File: src/hw/rtl/dual_track_skip_step_sequencer_macros.svh
// assertion helpers for the step sequencer
`ifndef DUAL_TRACK_SKIP_STEP_SEQUENCER_MACROS_SVH
`define DUAL_TRACK_SKIP_STEP_SEQUENCER_MACROS_SVH

`ifndef SYNTHESIS
// same-cycle implication
`define DTSS_ASSERT_NOW(label, clk, rst_n, ante, cons) \
  label: assert property (@(posedge clk) disable iff (!rst_n) (ante) |-> (cons)) \
    else $error("dtss assertion failed");
// next-cycle implication
`define DTSS_ASSERT_NEXT(label, clk, rst_n, ante, cons) \
  label: assert property (@(posedge clk) disable iff (!rst_n) (ante) |=> (cons)) \
    else $error("dtss assertion failed");
`else
`define DTSS_ASSERT_NOW(label, clk, rst_n, ante, cons)
`define DTSS_ASSERT_NEXT(label, clk, rst_n, ante, cons)
`endif

`endif

File: src/hw/rtl/dtss_pkg.sv
package dtss_pkg;

  localparam int MAX_STEPS_DEF = 16;

  localparam int LEN_W = 5;
  localparam int KIND_W = 3;
  localparam int CNT_W = 3;
  localparam int DATA_W = 32;
  localparam int ADDR_W = 3;

  typedef logic [KIND_W-1:0] kind_t;
  typedef logic [CNT_W-1:0] cnt_t;
  typedef logic [LEN_W-1:0] len_t;

  localparam kind_t KIND_EMPTY = 3'd0;
  localparam kind_t KIND_PLAIN = 3'd1;
  localparam kind_t KIND_SKIP_MIN = 3'd2;
  localparam kind_t KIND_SKIP_MAX = 3'd5;

  localparam logic CMD_TICK = 1'b0;
  localparam logic CMD_EDIT = 1'b1;

  // register select is address bit 2
  localparam logic REG_LEN_A = 1'b0;
  localparam logic REG_LEN_B = 1'b1;

  localparam len_t LEN_A_RST = 5'd5;
  localparam len_t LEN_B_RST = 5'd6;

  function automatic logic is_skip_kind(input kind_t k);
    return k inside {[KIND_SKIP_MIN:KIND_SKIP_MAX]};
  endfunction

endpackage

File: src/hw/rtl/dual_track_skip_step_sequencer.sv
// Two-track gate step sequencer with skip steps.
// Input channel (in_valid/in_ready): one item per cycle while in_ready is high, either a tick sample
// (in_cmd tick: clock level plus optional reset pulse) or a step edit
// (in_cmd edit: track, step index, kind). Each item gives exactly one result
// item on the output channel (out_valid/out_ready) carrying both gate levels
// after the item has been applied.
// The result is registered in the output register, or in the skid register while the output is stalled.
// Throughput: one item per cycle while in_ready is high; all step state is read and
// written in the same cycle per track, one step per track per item.
// A two-deep output buffer (output register plus skid register) keeps the
// input open while one result waits; in_ready drops only when both hold
// results, i.e. after the receiver has stalled for two items.
// Track lengths are set through the APB port (len A at 0x0, len B at 0x4),
// a length of 0 acts as 1 and lengths above the step store are clipped.
// Reset (rst_n low, synchronous) empties every step, clears positions,
// counters and gates, restores lengths 5 and 6 and drops out_valid; the
// block takes items in the first cycle after reset.
`include "dual_track_skip_step_sequencer_macros.svh"

module dual_track_skip_step_sequencer
  import dtss_pkg::*;
#(
  parameter int MAX_STEPS = MAX_STEPS_DEF
) (
  input  logic              clk,
  input  logic              rst_n,
  input  logic              in_valid,
  output logic              in_ready,
  input  logic              in_cmd,
  input  logic              in_clock_level,
  input  logic              in_reset_pulse,
  input  logic              in_edit_track,
  input  logic [3:0]        in_edit_step,
  input  logic [2:0]        in_edit_kind,
  output logic              out_valid,
  input  logic              out_ready,
  output logic              out_gate_a,
  output logic              out_gate_b,
  input  logic              psel,
  input  logic              penable,
  input  logic              pwrite,
  input  logic [ADDR_W-1:0] paddr,
  input  logic [DATA_W-1:0] pwdata,
  output logic [DATA_W-1:0] prdata,
  output logic              pready
);

  localparam int PW = (MAX_STEPS > 1) ? $clog2(MAX_STEPS) : 1;
  localparam int CW = (PW + 1 > LEN_W) ? PW + 1 : LEN_W;
  localparam logic [CW-1:0] STEPS_C = CW'(MAX_STEPS);

  // configuration
  len_t len_a_r;
  len_t len_b_r;
  logic cfg_wr;

  assign pready = 1'b1;
  assign cfg_wr = psel & penable & pwrite & pready;

  always_ff @(posedge clk) begin
    if (!rst_n) begin
      len_a_r <= LEN_A_RST;
      len_b_r <= LEN_B_RST;
    end else if (cfg_wr) begin
      case (paddr[2])
        REG_LEN_A: len_a_r <= pwdata[LEN_W-1:0];
        REG_LEN_B: len_b_r <= pwdata[LEN_W-1:0];
        default: ;
      endcase
    end
  end

  always_comb begin
    case (paddr[2])
      REG_LEN_A: prdata = DATA_W'(len_a_r);
      REG_LEN_B: prdata = DATA_W'(len_b_r);
      default:   prdata = '0;
    endcase
  end

  // input decode shared by both tracks
  logic          acc_in;
  logic          acc_out;
  logic [CW-1:0] edit_idx;
  logic          edit_ok;
  kind_t         kind_fix;

  assign acc_in   = in_valid & in_ready;
  assign edit_idx = CW'(in_edit_step);
  assign edit_ok  = edit_idx < STEPS_C;
  assign kind_fix = (in_edit_kind == KIND_EMPTY || in_edit_kind > KIND_SKIP_MAX) ?
                    KIND_PLAIN : in_edit_kind;

  wire [1:0] gate_now;
  wire [1:0] gate_cur;
  wire [1:0] pos_zero;

  for (genvar t = 0; t < 2; t++) begin : g_trk
    kind_t           kind_r [MAX_STEPS];
    logic [MAX_STEPS-1:0] act_r;
    cnt_t            cnt_r [MAX_STEPS];
    logic [PW-1:0]   pos_r;
    logic [PW-1:0]   pos_nxt;
    logic            edge_r;
    logic            edge_nxt;
    logic            gate_r;
    logic            gate_nxt;

    logic [CW-1:0]   len_eff;
    logic [CW-1:0]   adv_w;
    logic [PW-1:0]   rd_idx;
    kind_t           rd_kind;
    logic            rd_act;
    cnt_t            rd_cnt;
    logic            edit_hit;

    logic            wr_en;
    logic [PW-1:0]   wr_idx;
    kind_t           wr_kind;
    logic            wr_act;
    cnt_t            wr_cnt;

    always_comb begin
      len_eff = CW'((t == 0) ? len_a_r : len_b_r);
      if (len_eff == '0) begin
        len_eff = CW'(1);
      end else if (len_eff > STEPS_C) begin
        len_eff = STEPS_C;
      end
      adv_w = CW'(pos_r) + CW'(1);
      // a shrunk length below the position wraps too
      if (adv_w >= len_eff) begin
        adv_w = '0;
      end
    end

    // advance and edit never meet in one item, so one read port serves both
    assign rd_idx   = (in_cmd == CMD_EDIT) ? edit_idx[PW-1:0] : adv_w[PW-1:0];
    assign rd_kind  = kind_r[rd_idx];
    assign rd_act   = act_r[rd_idx];
    assign rd_cnt   = cnt_r[rd_idx];
    assign edit_hit = (in_cmd == CMD_EDIT) && (in_edit_track == 1'(t)) && edit_ok;

    always_comb begin
      pos_nxt  = pos_r;
      edge_nxt = edge_r;
      gate_nxt = gate_r;
      wr_en    = 1'b0;
      wr_idx   = rd_idx;
      wr_kind  = rd_kind;
      wr_act   = rd_act;
      wr_cnt   = rd_cnt;
      if (acc_in && in_cmd == CMD_TICK) begin
        if (in_reset_pulse) begin
          pos_nxt  = '0;
          edge_nxt = 1'b1;
          gate_nxt = 1'b0;
          if (kind_r[0] == KIND_PLAIN) begin
            gate_nxt = act_r[0];
          end else if (is_skip_kind(kind_r[0]) && act_r[0]) begin
            gate_nxt = 1'b1;
            wr_en    = 1'b1;
            wr_idx   = '0;
            wr_kind  = kind_r[0];
            wr_act   = 1'b1;
            wr_cnt   = '0;
          end
        end
        if (!in_clock_level) begin
          gate_nxt = 1'b0;
          edge_nxt = 1'b0;
        end else if (!edge_nxt) begin
          pos_nxt  = adv_w[PW-1:0];
          edge_nxt = 1'b1;
          if (rd_kind == KIND_PLAIN) begin
            if (rd_act) begin
              gate_nxt = 1'b1;
            end
          end else if (is_skip_kind(rd_kind)) begin
            wr_en = 1'b1;
            // fires on every nth visit
            if (rd_cnt >= rd_kind - 3'd1) begin
              wr_cnt   = '0;
              wr_act   = 1'b1;
              gate_nxt = 1'b1;
            end else begin
              wr_act = 1'b0;
              wr_cnt = rd_cnt + 3'd1;
            end
          end
        end
      end else if (acc_in && edit_hit) begin
        wr_en = 1'b1;
        wr_cnt = '0;
        if (!rd_act && rd_cnt == '0) begin
          wr_kind = kind_fix;
          wr_act  = 1'b1;
        end else begin
          wr_kind = KIND_EMPTY;
          wr_act  = 1'b0;
        end
      end
    end

    always_ff @(posedge clk) begin
      if (!rst_n) begin
        for (int i = 0; i < MAX_STEPS; i++) begin
          kind_r[i] <= KIND_EMPTY;
          cnt_r[i]  <= '0;
        end
        act_r  <= '0;
        pos_r  <= '0;
        edge_r <= 1'b0;
        gate_r <= 1'b0;
      end else begin
        pos_r  <= pos_nxt;
        edge_r <= edge_nxt;
        gate_r <= gate_nxt;
        if (wr_en) begin
          kind_r[wr_idx] <= wr_kind;
          act_r[wr_idx]  <= wr_act;
          cnt_r[wr_idx]  <= wr_cnt;
        end
      end
    end

    assign gate_now[t] = gate_nxt;
    assign gate_cur[t] = gate_r;
    assign pos_zero[t] = (pos_r == '0);
  end

  // output register plus skid register
  logic       out_valid_r;
  logic [1:0] out_data_r;
  logic       skid_valid_r;
  logic [1:0] skid_data_r;
  logic       out_load;

  assign in_ready   = !skid_valid_r;
  assign out_valid  = out_valid_r;
  assign out_gate_a = out_data_r[0];
  assign out_gate_b = out_data_r[1];
  assign acc_out    = out_valid_r & out_ready;
  assign out_load   = !out_valid_r || out_ready;

  always_ff @(posedge clk) begin
    if (!rst_n) begin
      out_valid_r  <= 1'b0;
      skid_valid_r <= 1'b0;
    end else if (out_load) begin
      if (skid_valid_r) begin
        out_valid_r  <= 1'b1;
        skid_valid_r <= acc_in;
      end else begin
        out_valid_r  <= acc_in;
      end
    end else if (acc_in) begin
      skid_valid_r <= 1'b1;
    end
  end

  always_ff @(posedge clk) begin
    if (out_load) begin
      if (skid_valid_r) begin
        out_data_r  <= skid_data_r;
        skid_data_r <= gate_now;
      end else begin
        out_data_r <= gate_now;
      end
    end else if (acc_in) begin
      skid_data_r <= gate_now;
    end
  end

  `DTSS_ASSERT_NOW(a_skid_behind_out, clk, rst_n, skid_valid_r, out_valid_r)
  `DTSS_ASSERT_NEXT(a_drain_keeps_valid, clk, rst_n, acc_out && skid_valid_r, out_valid_r)
  `DTSS_ASSERT_NEXT(a_reset_pulse_home, clk, rst_n,
    acc_in && in_cmd == CMD_TICK && in_reset_pulse, pos_zero == 2'b11)
  `DTSS_ASSERT_NEXT(a_edit_keeps_gates, clk, rst_n, acc_in && in_cmd == CMD_EDIT,
    $stable(gate_cur))

endmodule

File: config.mk
export PLATFORM = sky130hd
export DESIGN_NAME = dual_track_skip_step_sequencer
export DESIGN_NICKNAME = d
export VERILOG_FILES = /design/src/hw/rtl/dtss_pkg.sv /design/src/hw/rtl/dual_track_skip_step_sequencer.sv
export VERILOG_INCLUDE_DIRS = /design/src /design/src/hw/rtl
export SDC_FILE = /design/constraint.sdc
export NUM_CORES = 1
export LEC_CHECK = 0
export BUFFER_PORTS_ARGS = -buffer_cell sky130_fd_sc_hd__buf_2
export CORE_MARGIN = 5
export CORE_UTILIZATION = 55
export CTS_BUF_LIST = sky130_fd_sc_hd__clkbuf_4 sky130_fd_sc_hd__clkbuf_8
export CTS_CLUSTER_SIZE = 10
export DETAILED_ROUTE_END_ITERATION = 10
export HOLD_SLACK_MARGIN = 0.1
export PLACE_DENSITY_LB_ADDON = 0.05
export RECOVER_POWER = 50
export SETUP_SLACK_MARGIN = 0.4
export SLEW_MARGIN = 30
export SYNTH_ARGS = -nofsm -noshare
export SYNTH_HDL_FRONTEND = slang
export SYNTH_SLANG_ARGS = --single-unit
export TNS_END_PERCENT = 20
File: constraint.sdc
create_clock -name clk -period 12.4 [get_ports clk]
set_input_delay 2.48 -clock clk [delete_from_list [all_inputs] [get_ports clk]]
set_output_delay 2.48 -clock clk [all_outputs]
set_load 0.1 [all_outputs]
==> impl_metrics.toml <==
[min_path]
hold_class = "flop to flop"

[global_route]
grt_usage_pct = 26.86
grt_pass1_vias = 10300
gr-total-overflow = 0
grt_pass1_wl_um = 59800
grt_max_degree = 76
antenna_found_initial = 0

[layout]
antenna_cells = 0
multi_input_area_um2 = 6131
seq_area_um2 = 6987
stdcell_count = 1751
layout_common_cells = "edfxtp_1 (196), nand2_1 (188), nor2_1 (187)"
fin_util_pct = 60.61
fillers = 2134
synthToLayoutAreaGrowth_pct = 8.051
layout-drive-gt1-share_pct = 12.05
layout_commonest_cell = "edfxtp_1"
nNetsFinal = 1472

[worst_setup_path]
end_kind = "flop"
worstSetupStartpointType = "input pin"
cp_data_required_time_ps = 12560
crit_slowest_cell = "clkbuf_1"
worstPathMaxFanout = 42
path_common_cell = "a21o_1"
cpPeakStageDelay_ps = 1790
critPathKind = "input pin to flop"
cp_cell_sequence = "buf_2 -> and2_0 -> a41o_1 -> a21o_1 -> clkbuf_1 -> mux2i_1 -> a2111oi_0 -> nor4_4 -> ha_1 -> inv_1 -> nand4_1 -> mux2i_2 -> a21o_1 -> nand2_1 -> o21ai_0"
cp.arrival_ps = 9880

[power_and_ir_drop]
power_switching_mw = 0.6245
irDropWorstVdd_mv = 0.08203
p_int_mw = 1.478
combPwrFrac_pct = 17.7
clkPwrFrac_pct = 37.4
powerDensity_nw_per_um2 = 141.8
switching_share_pct = 29.70
pwr-share-seq_pct = 45.0
leakagePower_nw = 5.570

[logic_synthesis]
synthFlopType = "edfxtp_1"
synth_top_area_share_pct = 42.89
syn_inst = 1372
synth-seq-cells = 251
synth.area.top_cells = "edfxtp_1 (43%), dfxtp_1 (8.0%), mux2i_1 (6.5%)"
ys_types = 79
synth-edff-count = 196
netlist.top_cell.by_area = "edfxtp_1"
ys_seq_area_share_pct = 50.92
yosys_warnings = 0
async_reset_ff_share_pct = 0
syn_area_um2 = 13720
syn_area_per_cell_um2 = 10.00

[floorplanning]
num_rows = 57
io_pins = 90
die_h_um = 168.0
dieArea_um2 = 28210
die_w_um = 168.0
coreArea_um2 = 24460
initial_core_util_pct = 56.09

[detailed_routing]
drt.antenna.violating_nets = 0
wl_per_cell_um = 22.30
drc = 0
wl_um = 39050
drt-initial-drc-count = 1380
firstDrtPassIters = 6
via_count = 11062
vias_per_cell = 6.318

[sta]
finalHoldViolations = 0
skew_ps = 20.34
max_freq_mhz = 102.9
fin_setup_tns_ps = 0
tightest_slew_ps = 3391
layout_min_cycle_time_ps = 9716
worst_slack_ps = 2684
max-slew-margin-rel_pct = -126.0
rsz0062_at_grt = "no"
finalSetupViolCount = 0
finalHoldWorstSlack_ps = 476.9
fin_crit_sh_pct = 78.35
drv_slew = 212

[clocking]
clock-sinks = 251
post_cts_buffers = 0
numCtsBuffers = 44
h-tree-depth = 2
cts_tree = "done"
clock_latency_ps = 550
cts_buffer_depth = 3
path_clk_slew_ps = 50
hold_buffers = 0
clockRootBuffer = "clkbuf_8"
post_cts_resize_count = 0

[placed_design]
hpwlAfterDp_um = 25850
port_buffers = 32
dp_slack_ps = 3996
placed_cells = 1669
gp_congestion = 0.8930

[run]
cap_violations = 4

[status]
violations = "capacitance limit, slew limit"
status = "finished with violations"
path summary, 6_finish.rpt:
check        slack [ps]  depth (start not counted)                    end              start
min                 480                          2      g_trk[0].act_r[8]  g_trk[0].act_r[8]
min reg2reg         480                          2      g_trk[0].act_r[8]  g_trk[0].act_r[8]
max reg2reg        3540                         18  g_trk[1].kind_r[3][2]  g_trk[1].pos_r[0]
max                2680                         15  g_trk[0].kind_r[3][0]             in_cmd
kinds of logic (layout without fill, tap and decap cells):
group           count (synthesis)  count (layout)  synth area share (%)
compound gates                250             250                 13.21
mux                           103             103                 7.823
simple gates                  602             602                 19.89
buf+inv                       129             158                 5.133
other cells                     2              28               0.05473
xor+xnor                        8               8                0.5106
flops                         251             251                 50.92
fa+ha+maj                      27              27                 2.462
synthesized netlist by cell type, types with 4 or more instances:
cell / n
buf_4: 38
o2111ai_1: 4
a22oi_1: 6
ha_1: 27
inv_1: 22
a21oi_2: 4
a31o_2: 16
nand3_1: 96
buf_6: 6
nor3_1: 37
or3_1: 6
nor2b_1: 20
nand4_1: 6
o22ai_1: 7
nand2b_1: 8
xor2_1: 6
clkbuf_1: 33
a211oi_1: 6
a21o_1: 9
nor2_1: 187
o311ai_0: 6
or3b_1: 4
and3_1: 13
edfxtp_1: 196
o221a_2: 4
a2111oi_0: 5
nand2_1: 188
nor4_1: 12
o311a_1: 14
a21oi_1: 48
o21ai_0: 46
mux2_2: 11
o211ai_1: 9
dfxtp_1: 55
a31oi_1: 9
o21ai_1: 11
buf_2: 26
a311oi_1: 10
and2_1: 9
mux2i_1: 89
state kept, by name (all words and copies together) (netlist names), 5 cells and up:
name	cells
g_trk.act_r	32
g_trk.pos_r	8
g_trk.cnt_r	96
g_trk.kind_r	96
len_b_r	5
len_a_r	5
cell type report:
class / count / share of cell area (%)
Clock inverter: 11 / 0.5401
Clock buffer: 70 / 5.654
Tap cell: 324 / 2.734
Sequential cell: 251 / 47.12
Multi-Input combinational cell: 1018 / 41.35
Timing Repair Buffer: 54 / 2.017
Inverter: 23 / 0.5823
stage by stage:
| step | cell area, um2 | power (mW) |
|---|---|---|
| 2_1_floorplan | 13820 | 1.232 |
| 3_3_place_gp | 13950 | 1.319 |
| 3_5_place_dp | 13970 | 1.324 |
| 4_1_cts | 14880 | 2.103 |
| 5_1_grt | 14830 | 2.185 |
| 6_report | 14830 | 2.103 |
routing by layer:
metal / vias up / global-route usage [%] / part of all wire, % / wire length (um)
met3: 68 / 6.096 / 11 / 4333
met2: 599 / 39.61 / 43 / 16760
met4: 0 / 5.434 / 1.7 / 673
met1: 5348 / 40.93 / 44 / 17290
li1: 5047 / - / - / -
met5: - / 0 / 0 / 0
power groups by stage:
stage	Clock [mW]	Sequential (mW)	Combinational (mW)
after floorplan	0	0.965	0.268
after global placement	0	0.961	0.357
after detailed placement	0	0.962	0.362
after CTS	0.794	0.945	0.364
after global routing	0.843	0.947	0.394
final	0.786	0.945	0.371
worst max-delay path: cells and delay by family:
family | cells | cell delay (ps)
buffers and inverters | 3 | 2140
adder cells (fa/ha/maj) | 1 | 280
multiplexers | 2 | 810
AND/OR/NAND/NOR | 4 | 790
AO/OA/AOI/OAI | 5 | 3320
(Power assumes the default switching activity.)
